<file path="config.mk">
export PLATFORM = sky130hd
export DESIGN_NAME = ehkd_ctrl
export DESIGN_NICKNAME = d
export VERILOG_FILES = /design/src/rtl/core/ehkd_pkg.sv /design/src/rtl/core/ehkd_ctrl.sv
export SDC_FILE = /design/constraint.sdc
export NUM_CORES = 1
export LEC_CHECK = 0
export BUFFER_PORTS_ARGS = -buffer_cell sky130_fd_sc_hd__buf_2
export CAP_MARGIN = 10
export CORE_AREA = 2 2 39 41
export DETAILED_ROUTE_END_ITERATION = 7
export DIE_AREA = 0 0 41 43
export PLACE_DENSITY = 0.55
export SETUP_SLACK_MARGIN = 0.3
export SYNTH_ARGS = -nofsm -noshare
export SYNTH_HDL_FRONTEND = slang
export SYNTH_SLANG_ARGS = --single-unit
</file>
<file path="constraint.sdc">
create_clock -name aclk -period 1.4 [get_ports aclk]
set_input_delay 0.07 -clock aclk [delete_from_list [all_inputs] [get_ports aclk]]
set_output_delay 0.07 -clock aclk [all_outputs]
set_load 0.1 [all_outputs]
</file>
<file path="src/rtl/core/ehkd_pkg.sv">
// Shared types, constants and SHA-512 helper functions for the key derivation block.
`default_nettype none
package ehkd_pkg;

    localparam int SEED_WORDS = 8;
    localparam int REG_IDX_W  = 3;
    localparam int SEG_W      = 31;
    localparam logic [31:0] HARDENED_OFFSET = 32'h8000_0000;

    // Controller states.
    typedef enum logic [3:0] {
        ST_IDLE,
        ST_MSTART,
        ST_MRUN,
        ST_LOAD,
        ST_CSTART,
        ST_CRUN,
        ST_EMIT
    } state_t;

    // Which HMAC the datapath runs.
    typedef enum logic [0:0] {
        JOB_MASTER,
        JOB_CHILD
    } job_t;

    typedef struct packed {
        logic start;
        job_t job;
        logic load_master;
    } dp_cmd_t;

    typedef struct packed {
        logic done;
    } dp_sts_t;

    function automatic logic [63:0] round_k(input logic [6:0] t);
        logic [63:0] k;
        unique case (t)
            7'd0: k = 64'h428a2f98d728ae22; 7'd1: k = 64'h7137449123ef65cd;
            7'd2: k = 64'hb5c0fbcfec4d3b2f; 7'd3: k = 64'he9b5dba58189dbbc;
            7'd4: k = 64'h3956c25bf348b538; 7'd5: k = 64'h59f111f1b605d019;
            7'd6: k = 64'h923f82a4af194f9b; 7'd7: k = 64'hab1c5ed5da6d8118;
            7'd8: k = 64'hd807aa98a3030242; 7'd9: k = 64'h12835b0145706fbe;
            7'd10: k = 64'h243185be4ee4b28c; 7'd11: k = 64'h550c7dc3d5ffb4e2;
            7'd12: k = 64'h72be5d74f27b896f; 7'd13: k = 64'h80deb1fe3b1696b1;
            7'd14: k = 64'h9bdc06a725c71235; 7'd15: k = 64'hc19bf174cf692694;
            7'd16: k = 64'he49b69c19ef14ad2; 7'd17: k = 64'hefbe4786384f25e3;
            7'd18: k = 64'h0fc19dc68b8cd5b5; 7'd19: k = 64'h240ca1cc77ac9c65;
            7'd20: k = 64'h2de92c6f592b0275; 7'd21: k = 64'h4a7484aa6ea6e483;
            7'd22: k = 64'h5cb0a9dcbd41fbd4; 7'd23: k = 64'h76f988da831153b5;
            7'd24: k = 64'h983e5152ee66dfab; 7'd25: k = 64'ha831c66d2db43210;
            7'd26: k = 64'hb00327c898fb213f; 7'd27: k = 64'hbf597fc7beef0ee4;
            7'd28: k = 64'hc6e00bf33da88fc2; 7'd29: k = 64'hd5a79147930aa725;
            7'd30: k = 64'h06ca6351e003826f; 7'd31: k = 64'h142929670a0e6e70;
            7'd32: k = 64'h27b70a8546d22ffc; 7'd33: k = 64'h2e1b21385c26c926;
            7'd34: k = 64'h4d2c6dfc5ac42aed; 7'd35: k = 64'h53380d139d95b3df;
            7'd36: k = 64'h650a73548baf63de; 7'd37: k = 64'h766a0abb3c77b2a8;
            7'd38: k = 64'h81c2c92e47edaee6; 7'd39: k = 64'h92722c851482353b;
            7'd40: k = 64'ha2bfe8a14cf10364; 7'd41: k = 64'ha81a664bbc423001;
            7'd42: k = 64'hc24b8b70d0f89791; 7'd43: k = 64'hc76c51a30654be30;
            7'd44: k = 64'hd192e819d6ef5218; 7'd45: k = 64'hd69906245565a910;
            7'd46: k = 64'hf40e35855771202a; 7'd47: k = 64'h106aa07032bbd1b8;
            7'd48: k = 64'h19a4c116b8d2d0c8; 7'd49: k = 64'h1e376c085141ab53;
            7'd50: k = 64'h2748774cdf8eeb99; 7'd51: k = 64'h34b0bcb5e19b48a8;
            7'd52: k = 64'h391c0cb3c5c95a63; 7'd53: k = 64'h4ed8aa4ae3418acb;
            7'd54: k = 64'h5b9cca4f7763e373; 7'd55: k = 64'h682e6ff3d6b2b8a3;
            7'd56: k = 64'h748f82ee5defb2fc; 7'd57: k = 64'h78a5636f43172f60;
            7'd58: k = 64'h84c87814a1f0ab72; 7'd59: k = 64'h8cc702081a6439ec;
            7'd60: k = 64'h90befffa23631e28; 7'd61: k = 64'ha4506cebde82bde9;
            7'd62: k = 64'hbef9a3f7b2c67915; 7'd63: k = 64'hc67178f2e372532b;
            7'd64: k = 64'hca273eceea26619c; 7'd65: k = 64'hd186b8c721c0c207;
            7'd66: k = 64'heada7dd6cde0eb1e; 7'd67: k = 64'hf57d4f7fee6ed178;
            7'd68: k = 64'h06f067aa72176fba; 7'd69: k = 64'h0a637dc5a2c898a6;
            7'd70: k = 64'h113f9804bef90dae; 7'd71: k = 64'h1b710b35131c471b;
            7'd72: k = 64'h28db77f523047d84; 7'd73: k = 64'h32caab7b40c72493;
            7'd74: k = 64'h3c9ebe0a15c9bebc; 7'd75: k = 64'h431d67c49c100d4c;
            7'd76: k = 64'h4cc5d4becb3e42b6; 7'd77: k = 64'h597f299cfc657e2a;
            7'd78: k = 64'h5fcb6fab3ad6faec; 7'd79: k = 64'h6c44198c4a475817;
            default: k = 64'h0;
        endcase
        return k;
    endfunction

    function automatic logic [511:0] initial_hash();
        return {64'h6a09e667f3bcc908, 64'hbb67ae8584caa73b, 64'h3c6ef372fe94f82b,
                64'ha54ff53a5f1d36f1, 64'h510e527fade682d1, 64'h9b05688c2b3e6c1f,
                64'h1f83d9abfb41bd6b, 64'h5be0cd19137e2179};
    endfunction

    // "ed25519 seed" padded with zeros to a full 128-byte block.
    localparam logic [1023:0] CURVE_KEY = {96'h6564_3235_3531_3920_7365_6564, 928'h0};

endpackage
`default_nettype wire

</file>
<file path="src/rtl/core/ehkd_ctrl.sv">
// Controller state machine: master refresh, path start, child step and result word.
`default_nettype none
module ehkd_ctrl (
    input  wire logic          aclk,
    input  wire logic          aresetn,
    input  wire logic          in_fire,
    input  wire logic          first,
    input  wire logic          last,
    input  wire logic          apply,
    input  wire logic          seed_wr,
    input  wire logic          out_ready,
    input  ehkd_pkg::dp_sts_t  sts,
    output ehkd_pkg::dp_cmd_t  cmd,
    output logic               in_ready,
    output logic               out_valid
);

    ehkd_pkg::state_t state_reg, state_next;
    logic mvalid_reg, mvalid_next;
    logic apply_reg, last_reg;

    always_ff @(posedge aclk) begin
        if (!aresetn) begin
            state_reg  <= ehkd_pkg::ST_IDLE;
            mvalid_reg <= 1'b0;
            apply_reg  <= 1'b0;
            last_reg   <= 1'b0;
        end else begin
            state_reg  <= state_next;
            mvalid_reg <= mvalid_next;
            if (in_fire) begin
                apply_reg <= apply;
                last_reg  <= last;
            end
        end
    end

    always_comb begin
        state_next = state_reg;
        mvalid_next = mvalid_reg;
        if (seed_wr) begin
            mvalid_next = 1'b0;
        end
        unique case (state_reg)
            ehkd_pkg::ST_IDLE: begin
                if (in_fire) begin
                    if (first && !mvalid_reg) begin
                        state_next = ehkd_pkg::ST_MSTART;
                    end else if (first) begin
                        state_next = ehkd_pkg::ST_LOAD;
                    end else if (apply) begin
                        state_next = ehkd_pkg::ST_CSTART;
                    end else if (last) begin
                        state_next = ehkd_pkg::ST_EMIT;
                    end
                end
            end
            ehkd_pkg::ST_MSTART: state_next = ehkd_pkg::ST_MRUN;
            ehkd_pkg::ST_MRUN: begin
                if (sts.done) begin
                    mvalid_next = 1'b1;
                    state_next = ehkd_pkg::ST_LOAD;
                end
            end
            ehkd_pkg::ST_LOAD: begin
                if (apply_reg) begin
                    state_next = ehkd_pkg::ST_CSTART;
                end else if (last_reg) begin
                    state_next = ehkd_pkg::ST_EMIT;
                end else begin
                    state_next = ehkd_pkg::ST_IDLE;
                end
            end
            ehkd_pkg::ST_CSTART: state_next = ehkd_pkg::ST_CRUN;
            ehkd_pkg::ST_CRUN: begin
                if (sts.done) begin
                    state_next = last_reg ? ehkd_pkg::ST_EMIT : ehkd_pkg::ST_IDLE;
                end
            end
            ehkd_pkg::ST_EMIT: begin
                if (out_ready) begin
                    state_next = ehkd_pkg::ST_IDLE;
                end
            end
            default: state_next = ehkd_pkg::ST_IDLE;
        endcase
    end

    always_comb begin
        cmd = '0;
        cmd.job = ehkd_pkg::JOB_CHILD;
        in_ready = 1'b0;
        out_valid = 1'b0;
        unique case (state_reg)
            ehkd_pkg::ST_IDLE: in_ready = 1'b1;
            ehkd_pkg::ST_MSTART: begin
                cmd.start = 1'b1;
                cmd.job = ehkd_pkg::JOB_MASTER;
            end
            ehkd_pkg::ST_MRUN: ;
            ehkd_pkg::ST_LOAD: cmd.load_master = 1'b1;
            ehkd_pkg::ST_CSTART: cmd.start = 1'b1;
            ehkd_pkg::ST_CRUN: ;
            ehkd_pkg::ST_EMIT: out_valid = 1'b1;
            default: ;
        endcase
    end

endmodule
`default_nettype wire

</file>
After elaboration in Yosys (flattened, before gate mapping)

Cells that the tools add are included.

Register bits: 7
Input port bits: 9
Logic and storage cells: 39

Equality and inequality tests: 11
Multiplexer cells: 19
Reductions and logical operators: 5

Operators by type and width:

| cell                                                             | count |
|---|---|
| 4-bit 2-to-1 mux                                                 | 8 |
| 4-bit one-hot mux with 7 select lines                            | 1 |
| 4-bit by 3-bit == test with 1-bit output (second input constant) | 3 |
| 4-bit by 2-bit == test with 1-bit output (second input constant) | 2 |
| 1-bit 2-to-1 mux                                                 | 8 |
| 2-bit inequality test (second input constant)                    | 4 |
| 3-bit 2-to-1 mux                                                 | 2 |
| 5-bit inequality test (second input constant)                    | 1 |
| 5-bit AND reduction                                              | 1 |
| 4-bit by 1-bit == test with 1-bit output (second input constant) | 1 |
| 4-bit zero test                                                  | 1 |
| 2-bit OR reduction                                               | 1 |
| 1-bit logical AND                                                | 1 |
| 1-bit zero test                                                  | 1 |

Longest topological paths before layout

Gate-level depths: netlist (run 1).

Word-level depth: 6
Depth in mapped cells: 5
Depth with buffers taken out: 4

Worst setup path before layout (run 1)

Ideal clock, no wire load.

Kind: register to output
From: register state_reg[1]
To: output port cmd[0] (netlist bit)
Data arrival time: 2.755 ns
Required time: 1.330 ns
Slack: -1.425 ns
Cell stages (with the launch flop): 3
Path buffers: 1
Path through: dfxtp_1 -> buf_4 -> nor3b_1

RTL lines:

| element                | RTL line        | source |
|---|---|---|
| from (decl)            | ehkd_ctrl.sv:18 | `ehkd_pkg::state_t state_reg, state_next;` |
| from (signal assigned) | ehkd_ctrl.sv:24 | `state_reg <= ehkd_pkg::ST_IDLE;` |
| from (signal assigned) | ehkd_ctrl.sv:29 | `state_reg <= state_next;` |
| to (decl)              | ehkd_ctrl.sv:13 | `output ehkd_pkg::dp_cmd_t cmd,` |

==> impl.org, run 1 <==
** Outcome
- Result of the run :: finished, final reports clean

** Yosys
- In this run the mean area of a mapped cell was 8.21 um^2.
- Flops & latches, synth :: 6
- Fraction of synthesized cell area in xor and xnor cells :: 2.13%
- Of all cell types, the one taking the most synthesized area is dfxtp_1.
- Sorting the synthesized cells by area gives the leading types as dfxtp_1 (29%), mux2i_1 (4.9%), o21ai_0 (4.9%).
- Warning count from the yosys run :: 0
- The mapped netlist covers 410 um^2.
- Counting every net in the synthesized netlist gives 59.
- Summing the areas of all fa, ha and maj instances in the mapped netlist gives 0% of the synthesized area.
- Compound-gate portion of the synthesized area :: 28.4%
- In this run, synthesis inferred 0 flip-flops with an integrated enable.
- The share of synthesized area in the top cell type comes to 29.3%.
- Primary FF master, synth :: dfxtp_1
- dfxtp_1 is the most common cell in the netlist.
- After synthesis, the most frequently instantiated cells are dfxtp_1 (6), nor2_1 (5), o21ai_0 (4).
- After synthesis, the share of cell area in mux cells is 4.88%.
- Simple-gate portion of the synthesized area :: 27.1%
- Sequential cells were found to cover 29.3% of the synthesized design area.
- Fraction of synthesis flops using an asynchronous set or reset pin :: 0%
- After synthesis, the largest family of logic cells by area is compound AO/OA/AOI/OAI gates.
- Gate count after technology mapping :: 50
- Yosys mapped the design onto 28 distinct sky130hd cell types.

** Placed design
- The HPWL after detailed placement is 753 um.
- Placer congestion estimate :: 0.854
- In this run the tool buffered the top-level ports with 13 buffer cells.
- In this run, placement finished with an instance count of 81.
- After detailed placement, the total cell area comes to 604 um^2.

** Floorplanning
- X dimension of the die :: 41 um
- Starting density of the core :: 29.7%
- Pin placement for this block handled 14 I/O pins.
- Site row count :: 14
- Floorplan die area :: 0.00176 mm^2
- Core Footprint :: 0.00138 mm^2
- The die is 43 um tall.

** Setup path
- The startpoint identified for the worst register-to-register timing path is state_reg[0]$_SDFFE_PN0P_.
- At the worst endpoint, the arrival time is 1170 ps.
- The worst register-to-register path ends at state_reg[1]$_SDFFE_PN0P_.
- Minimum setup slack among reg-to-reg paths :: 230 ps
- Worst setup path category :: flip-flop to output pin
- Counting cells, the worst reg-to-reg path comes to 4.
- Worst path required time :: 1330 ps
- Of all nets on the critical path, the largest fanout is 4.
- Critical Path Start Type :: flip-flop
- Endpoint kind of the worst setup timing path :: output pin

** Routing
- The routed layout has 453 vias.
- Antenna-violating nets left :: 0
- The pre-antenna-repair detailed-routing pass consisted of 4 iterations.
- After detailed routing, the number of vias per cell comes to 5.27.
- Routed WL :: 975 um
- Count of unresolved DRC violations after routing :: 0
- Starting DRC count in detailed routing :: 16
- Dividing the detail-routed wire length by the instance count gives 11.3 um.

** STA
- Final setup skew :: 7.79 ps
- Setup repair after global routing missed its margin :: true
- Final-report setup violation count :: 0
- Maximum achievable frequency :: 807 MHz
- The hold violation count in the final report is 0.
- Period utilisation layout :: 88.5%
- Hold is met by 98.5 ps.
- For the pin with the worst max-slew slack, the measured transition is 270 ps.
- Max-slew violation count :: 0
- Max-Slew Margin vs Limit :: 81.9%
- Final Critical Period :: 1240 ps

** Finish
- Total area of multi-input combinational cells :: 309 um^2
- Area growth from synthesis to final layout :: 68.9%
- Flip-flop count of the largest register, all copies and words added :: 3
- Core Util, Final :: 50.1%
- Across the whole layout, storage elements account for 131 um^2.
- Final-layout fill cell count :: 135
- Non-Filler Cell Area, Final :: 693 um^2
- Fraction of final layout cells with drive strength greater than 1 :: 50.0%
- The net count of the finished layout is 80.
- The repair_antennas step left the layout with diodes totalling 0.
- The count of cells in the finished layout, fillers not included, comes to 86.

** Power and ir drop
- Power after layout :: 1.04 mW
- In this run the static leakage power is 0.279 nW.
- In this run switching power makes up 44.8% of total power.
- Across the VDD grid, the largest voltage drop is 713 uV.
- The internal portion of the total power is 0.572 mW.
- Logic pwr share :: 61.3%
- Sequential cells account for 21.8% of the total power.
- Net switching power figure :: 0.465 mW
- Power per cell area :: 1500 mW/mm^2
- Clock Power Share :: 16.9%

** Worst hold path
- Path category of the worst min-delay check :: input port to flip-flop
- Counting instances, the worst hold path has a depth of 2.
- Sink of the worst hold path :: state_reg[0]$_SDFFE_PN0P_
- Source of the worst hold timing path :: aresetn

** Clock tree
- In this run the clock root is driven by a clkbuf_4.
- The longest clock path from root to sink contains 2 buffers.
- CTS HTree Levels :: 1
- Counting the buffers created by CTS gives 3.
- TritonCTS built the clock tree.
- Clock-pin slew of the registers on the worst-case setup and hold paths :: 50 ps
- Hold repair after CTS inserted 0 buffers.
- Clock Sink Count :: 6
- Clk Latency, worst-skew pair :: 250 ps

** GRT
- Overflow after GRT :: 0
- In the global route stage, overall resource usage came out at 13.7%.
- Entering global routing, the biggest net connects 9 pins.
- Via count of the first global-routing pass :: 404
- The number of antenna violations at the first check in global routing is 0.
- The first global-routing pass estimated 1650 um of wire.

** Flow run
- Across the run, the number of max-cap violations was 0.
critical path, stage by stage (launching register included):
cell and delay [ps]:
dfxtp_4 350, or3_4 390, buf_12 170
area by class of cell:
type	count	area share [%]
sequential	6	19.0
inverter	2	1.44
tap	16	2.89
timing repair buffer	19	28.3
multi-input combinational	39	44.6
clock buffer	4	3.79
placed cells by master (no fill, tap or decap), types with 2 or more instances in the layout:
| cell type | netlist | final |
|---|---|---|
| dfxtp_4 | 0 | 3 |
| buf_2 | 0 | 8 |
| clkbuf_4 | 0 | 3 |
| o211ai_1 | 2 | 2 |
| nand2_1 | 3 | 3 |
| dfxtp_1 | 6 | 3 |
| o21a_1 | 2 | 2 |
| buf_12 | 0 | 5 |
| buf_4 | 2 | 3 |
| nor2b_1 | 3 | 3 |
| o31ai_1 | 2 | 2 |
| buf_6 | 1 | 3 |
| nor2_1 | 5 | 3 |
| mux2i_1 | 2 | 2 |
| o21ai_0 | 4 | 4 |
logic make-up (layout without fill, tap and decap cells):
logic type | count (synthesis) | after routing
buffers and inverters | 5 | 25
xor gates and xnor gates | 1 | 1
DFF | 6 | 6
and+or+nand+nor | 20 | 20
AOI/OAI and AO/OA | 16 | 16
muxes | 2 | 2
per-stage QoR:
step | TNS, ps | worst slack [ps]
3_5_place_dp | 0 | 198
4_1_cts | 0 | 158
6_report | 0 | 161
5_1_grt | 0 | 131
3_3_place_gp | 0 | 208
2_1_floorplan | -9.14 | -9.14
how the worst max path moves through the flow:
stage | slack (ps) | cells past startpoint | startpoint | endpoint
after floorplan | -9 | 2 | state_reg[1]$_SDFFE_PN0P_ | cmd[0]
after global placement | 210 | 2 | state_reg[1]$_SDFFE_PN0P_ | cmd[1]
after detailed placement | 200 | 2 | state_reg[1]$_SDFFE_PN0P_ | cmd[1]
after CTS | 160 | 3 | state_reg[1]$_SDFFE_PN0P_ | cmd[0]
after global routing | 130 | 3 | state_reg[1]$_SDFFE_PN0P_ | cmd[0]
final | 160 | 2 | state_reg[2]$_SDFFE_PN0P_ | cmd[1]
power groups by stage:
stage / sequential [mW] / clock, mW / combinational, mW
global placement: 0.230 / 0 / 0.565
finish: 0.226 / 0.175 / 0.636
detailed placement: 0.230 / 0 / 0.568
floorplan: 0.223 / 0 / 0.415
CTS: 0.222 / 0.183 / 0.628
global route: 0.230 / 0.195 / 0.668
routing by layer:
| layer | vias to the layer above | part of all wire, % | track usage (%) |
|---|---|---|---|
| met2 | 15 | 51 | 20.6 |
| met5 | - | 0 | 0 |
| met3 | 2 | 4.7 | 3.14 |
| li1 | 226 | - | - |
| met1 | 210 | 44 | 17.0 |
| met4 | 0 | 0.51 | 8.00 |
timing repair:
action,CTS,global route
buffers inserted,1,0
setup endpoints to repair,6,8
gates resized for setup,11,5
pin swaps,3,2
Power figures use the tool's default switching activity.
==> run 2: changes to the inputs <==
--- a/config.mk
+++ b/config.mk
@@ -7,10 +7,12 @@
 export LEC_CHECK = 0
 export BUFFER_PORTS_ARGS = -buffer_cell sky130_fd_sc_hd__buf_2
 export CAP_MARGIN = 10
+export CELL_PAD_IN_SITES_DETAIL_PLACEMENT = 0
+export CELL_PAD_IN_SITES_GLOBAL_PLACEMENT = 1
 export CORE_AREA = 2 2 39 41
 export DETAILED_ROUTE_END_ITERATION = 7
 export DIE_AREA = 0 0 41 43
-export PLACE_DENSITY = 0.55
+export PLACE_DENSITY = 0.72
 export SETUP_SLACK_MARGIN = 0.3
 export SYNTH_ARGS = -nofsm -noshare
 export SYNTH_HDL_FRONTEND = slang
==> impl.org, run 2 (synthesis gave the netlist of run 1 again) <==
** Clock tree
- Clock Sink Count :: 6
- Clock tree from TritonCTS :: done
- In this run the number of H-tree levels came out at 1.
- Buffers inserted during clock tree synthesis total 3.
- CTS Buffer Depth :: 2
- Clock-pin slew of the registers on the worst-case setup and hold paths :: 50 ps
- The later pin in the worst-skew pair is clocked with a latency of 250 ps.
- Root Driver :: clkbuf_4

** STA
- Between clock sinks in the finished design, the worst skew comes to 8.57 ps.
- The final-report max-slew violation count came to 0.
- Maximum achievable frequency :: 807 MHz
- Count of endpoints failing hold in the final timing report :: 0
- Dividing the final minimum period by the clock period gives 88.5%.
- Max-Slew Margin vs Limit :: 79.6%
- Setup repair after global routing missed its margin :: true
- Final Critical Period :: 1240 ps
- Summed over all failing endpoints, the final setup total negative slack is 0 ps.
- Setup violations remaining at the end of the flow were counted as 0.
- For the pin with the worst max-slew slack, the measured transition is 304 ps.

** Power and ir drop
- Clock Power Share :: 15.7%
- Worst VDD drop :: 648 uV
- The analysis attributes to net switching a power of 0.489 mW.
- Power after layout :: 1.15 mW
- The internal power of the cells totals 0.657 mW.
- Sequential Power Share :: 19.9%
- Power per cell area :: 1460 mW/mm^2
- Logic pwr share :: 64.5%
- In this run the static leakage power is 0.319 nW.
- Share of total power consumed by net switching :: 42.7%

** Floorplanning
- Site row count :: 14
- Y dimension of the die :: 43 um
- Starting density of the core :: 29.7%
- Floorplan die area :: 0.00176 mm^2
- During I/O placement, the number of pins put on the boundary was 14.
- Core Footprint :: 0.00138 mm^2
- The die is 41 um wide.

** Routing
- After detailed routing, the number of remaining DRC violations is 0.
- The routed layout has 464 vias.
- Wirelength per Cell :: 11.6 um
- TritonRoute pass-1 iters :: 4
- After detailed routing, the total wire length is 1060 um.
- After the first detailed-routing iteration, the DRC count stood at 8.
- Average vias per placed instance :: 5.10
- Antenna-violating nets left :: 0

** Finish
- The post-route netlist has 52.0% of its cells at a drive strength greater than 1.
- The repair_antennas step left the layout with diodes totalling 0.
- Top library cells by usage in the layout, fill and taps aside :: buf_2 (8), buf_4 (7), buf_12 (6)
- Leaving out filler cells and counting taps, the final layout contains 91.
- Flip-flop count of the largest register, all copies and words added :: 3
- Relative to the synthesized area, the layout overhead comes to 91.5%.
- Most common cell after layout, fill and taps aside :: buf_2
- # nets final :: 85

** Outcome
- Result of the run :: finished, final reports clean

** GRT
- Pin count of the biggest net entering global routing :: 14
- Via count of the first global-routing pass :: 419
- The number of antenna violations at the first check in global routing is 0.
- GR Util All Layers :: 14.7%
- Overflow after GRT :: 0
- First-pass GRT wire length :: 1750 um

** Setup path
- CP arrival :: 1170 ps
- Of all nets on the critical path, the largest fanout is 4.
- Endpoint kind of the worst setup timing path :: output pin
- Critical Path Start Type :: flip-flop
- Worst path required time :: 1330 ps
- Worst setup path category :: flip-flop to output pin

** Placed design
- Estimated wirelength of the detail-placed design :: 703 um
- Placed Instances :: 78
- Count of buffers from port buffering :: 13
- At the end of routability-driven placement, the weighted congestion stood at 0.815.

** Worst hold path
- Path category of the worst min-delay check :: input port to flip-flop

** Flow run
- Max-cap violation count :: 0
==> run 2: worst paths after layout <==
check,from,to,slack (ps),depth (start not counted)
setup / recovery,state_reg[0]$_SDFFE_PN0P_,cmd[1],160,3
hold / removal,last,last_reg$_SDFFE_PN0P_,90,3
setup reg to reg,state_reg[1]$_SDFFE_PN0P_,state_reg[1]$_SDFFE_PN0P_,210,5
hold reg to reg,apply_reg$_SDFFE_PN0P_,apply_reg$_SDFFE_PN0P_,540,2
==> run 2: final cells by class <==
type / count / area [um^2]
Tap cell: 16 / 20.0
Multi-Input combinational cell: 39 / 330
Sequential cell: 6 / 131
Timing Repair Buffer: 24 / 268
Inverter: 2 / 10.0
Clock buffer: 4 / 26.3
Fill cell: 133 / 598
==> run 2: power by group through the flow <==
stage	Combinational, mW	Clock [mW]	Sequential [mW]
detailed placement	0.527	0	0.248
CTS	0.680	0.191	0.220
finish	0.739	0.180	0.228
global route	0.783	0.198	0.231
floorplan	0.415	0	0.223
global placement	0.525	0	0.247
==> run 2: layer usage <==
layer / track usage (%) / vias up / routed length, um / share of wire (%)
li1: - / 238 / - / -
met1: 17.7 / 209 / 454 / 43
met2: 22.5 / 15 / 539 / 51
met3: 2.09 / 2 / 59 / 5.6
met4: 10.0 / 0 / 5 / 0.47
met5: 0 / - / 0 / 0
==> run 2: what timing repair did <==
action | CTS | global route
setup buffers | 5 | 3
pin swaps | 5 | 4
cloned | 0 | 1
hold buffers | 0 | 0
endpoints found under the setup margin | 6 | 9
gates resized for setup | 18 | 5
==> run 2: stage by stage <==
| step | setup slack [ps] | cell area [um^2] | util (%) | hold slack (ps) |
|---|---|---|---|---|
| floorplan | -9.14 | 455 | - | 187 |
| global placement | 172 | 582 | 42.0 | 344 |
| detailed placement | 165 | 582 | 42.0 | 349 |
| CTS | 150 | 719 | 52.0 | 78.1 |
| global route | 130 | 786 | 56.8 | 111 |
| finish | 161 | 786 | 56.8 | 89.4 |
==> run 2: critical path, stage by stage (launching register included) <==
cell and delay (ps):
dfxtp_4 370, inv_4 50, or3_4 330, buf_12 170
==> run 3: changes to the inputs <==
--- a/config.mk
+++ b/config.mk
@@ -12,7 +12,7 @@
 export CORE_AREA = 2 2 39 41
 export DETAILED_ROUTE_END_ITERATION = 7
 export DIE_AREA = 0 0 41 43
-export PLACE_DENSITY = 0.72
+export PLACE_DENSITY_LB_ADDON = 0.1
 export SETUP_SLACK_MARGIN = 0.3
 export SYNTH_ARGS = -nofsm -noshare
 export SYNTH_HDL_FRONTEND = slang
==> impl.org, run 3 (synthesis gave the netlist of run 1 again) <==
** STA
- Max-slew violation count :: 0
- Period utilisation layout :: 88.7%
- Final setup skew :: 8.49 ps
- Worst Max-Slew Pin Slew :: 273 ps
- Derived from the worst setup path, the maximum achievable clock frequency is 805 MHz.
- The worst path in the final design needs a cycle of 1240 ps, including I/O delays and setup.
- Setup repair after global routing could not meet its margin everywhere.
- Max-Slew Margin vs Limit :: 81.7%
- Final-report setup violation count :: 0
- Worst hold slack after final layout :: 109 ps
- Count of endpoints failing hold in the final timing report :: 0

** GRT
- First-pass GRT wire length :: 1790 um
- Global routing used 21.9% of the available met2 tracks.
- Routing usage on met1 :: 18.1%
- Global routing usage on met3 :: 2.09%
- Entering global routing, the biggest net connects 8 pins.
- Via count of the first global-routing pass :: 440
- The total overflow left after global routing is 0.
- met2 is the most crowded layer.
- Global routing used 15.0% of the available tracks.
- Antenna violations before repair :: 0

** Routing
- Wirelength per Cell :: 11.2 um
- Antenna-violating nets left :: 0
- Dividing the detail-routed via count by the number of cells gives 5.03.
- Routed vias :: 458
- Routed WL :: 1020 um
- Starting DRC count in detailed routing :: 9
- After detailed routing, the number of remaining DRC violations is 0.
- Before antenna repair, the detailed router went through 4 iterations.

** Power and ir drop
- Worst VDD drop :: 793 uV
- Power after layout :: 1.09 mW
- Power spread over the standard cell area amounts to 1460 mW/mm^2.
- The analysis attributes to cell leakage a power of 0.306 nW.

** Floorplanning
- Ports placed on the boundary :: 14
- The initial utilization of the core area, before any placement, comes to 29.7%.
- X dimension of the die :: 41 um
- Y dimension of the die :: 43 um
- In this run the core area contains 14 standard-cell rows.
- In this run the standard cell core region covers 0.00138 mm^2.
- The die covers 0.00176 mm^2.

** Finish
- Core Util, Final :: 53.6%
- # nets final :: 85
- The register with the most flip-flops in the layout has 3 of them.
- Fraction of final layout cells with drive strength greater than 1 :: 54.7%
- 0 antenna diodes ended up in the layout.
- After routing the design area is 742 um^2.
- The library cells used most frequently in the layout, excluding fill and tap cells, are buf_2 (8), buf_4 (8), buf_12 (5).
- Area growth from synthesis to final layout :: 80.8%

** Worst hold path
- Sink of the worst hold path :: state_reg[0]$_SDFFE_PN0P_
- The path class of the tightest hold or removal check is input port to flip-flop.
- Source of the worst hold timing path :: aresetn
- Instance count along the most critical hold path :: 2

** Setup path
- Reg2reg end :: state_reg[1]$_SDFFE_PN0P_
- Data on the critical path is required at its endpoint by 1330 ps.
- Worst setup path category :: flip-flop to output pin
- FF-to-FF Start :: state_reg[1]$_SDFFE_PN0P_
- Critical Path Start Type :: flip-flop
- CP arrival :: 1170 ps
- Of all nets on the critical path, the largest fanout is 5.
- Setup slack on the worst reg-to-reg path comes out at 290 ps.
- Endpoint kind of the worst setup timing path :: output pin
- Count of cells along the worst register-to-register path :: 4

** Clock tree
- Clk Latency, worst-skew pair :: 240 ps
- Number of buffers inserted by hold repair at cts :: 0
- Clock buffer count from CTS :: 3
- Root Driver :: clkbuf_4
- Clock Sink Count :: 6
- Clock tree from TritonCTS :: done
- In this run the deepest clock path goes through 2 buffers.
- CTS built an H-tree with a depth of 1.
- Clock-pin slew was measured on the worst setup and hold paths at 50 ps.

** Placed design
- Count of buffers from port buffering :: 13
- Placed inst area :: 597 um^2
- Estimated wirelength of the detail-placed design :: 775 um
- At the end of routability-driven placement, the weighted congestion stood at 0.687.

** Outcome
- The flow ran to the end, and the final reports show no timing, DRC or antenna violations.

** Flow run
- Max-cap violation count :: 0
-- run 3: worst max-delay path by stage --
stage / startpoint / endpoint / slack [ps] / depth (start not counted)
detailed placement: state_reg[0]$_SDFFE_PN0P_ / cmd[1] / 110 / 3
floorplan: state_reg[1]$_SDFFE_PN0P_ / cmd[0] / -9 / 2
finish: state_reg[1]$_SDFFE_PN0P_ / cmd[1] / 160 / 2
global route: state_reg[1]$_SDFFE_PN0P_ / cmd[0] / 120 / 3
CTS: state_reg[1]$_SDFFE_PN0P_ / cmd[0] / 140 / 3
global placement: state_reg[0]$_SDFFE_PN0P_ / cmd[1] / 110 / 3
-- run 3: per-layer routing --
metal	wire (um)	share of wire, %
met1	438	43
met2	532	52
met3	45	4.4
met4	5	0.49
met5	0	0
-- run 3: timing repair --
| action | 4_1_cts | 5_1_grt |
|---|---|---|
| pin swaps | 3 | 1 |
| buffers inserted | 3 | 4 |
| setup endpoints to repair | 8 | 9 |
| hold endpoints to repair | 0 | 0 |
| resized for setup | 15 | 3 |
-- run 3: metrics by stage --
step                setup WS (ps)  TNS (ps)  instances
floorplan                   -9.14     -9.14         50
global placement              111         0         80
detailed placement            109         0         80
CTS                           139         0         87
global route                  120         0         91
finish                        158         0         91
-- run 3: power breakdown --
| part | switching [mW] | internal (mW) | leakage, nW |
|---|---|---|---|
| Combinational | 0.382 | 0.306 | 0.239 |
| Clock | 0.0604 | 0.108 | 0.0150 |
| Sequential | 0.0297 | 0.200 | 0.0514 |
-- run 3: cell type report --
type / count / area [um^2]
Clock buffer: 4 / 26.3
Fill cell: 132 / 642
Inverter: 2 / 7.51
Multi-Input combinational cell: 39 / 323
Sequential cell: 6 / 131
Tap cell: 16 / 20.0
Timing Repair Buffer: 24 / 234
-- run 3: critical path: stages (launching register included) --
cell and delay, ps:
dfxtp_4 360, or3_4 390, buf_12 170
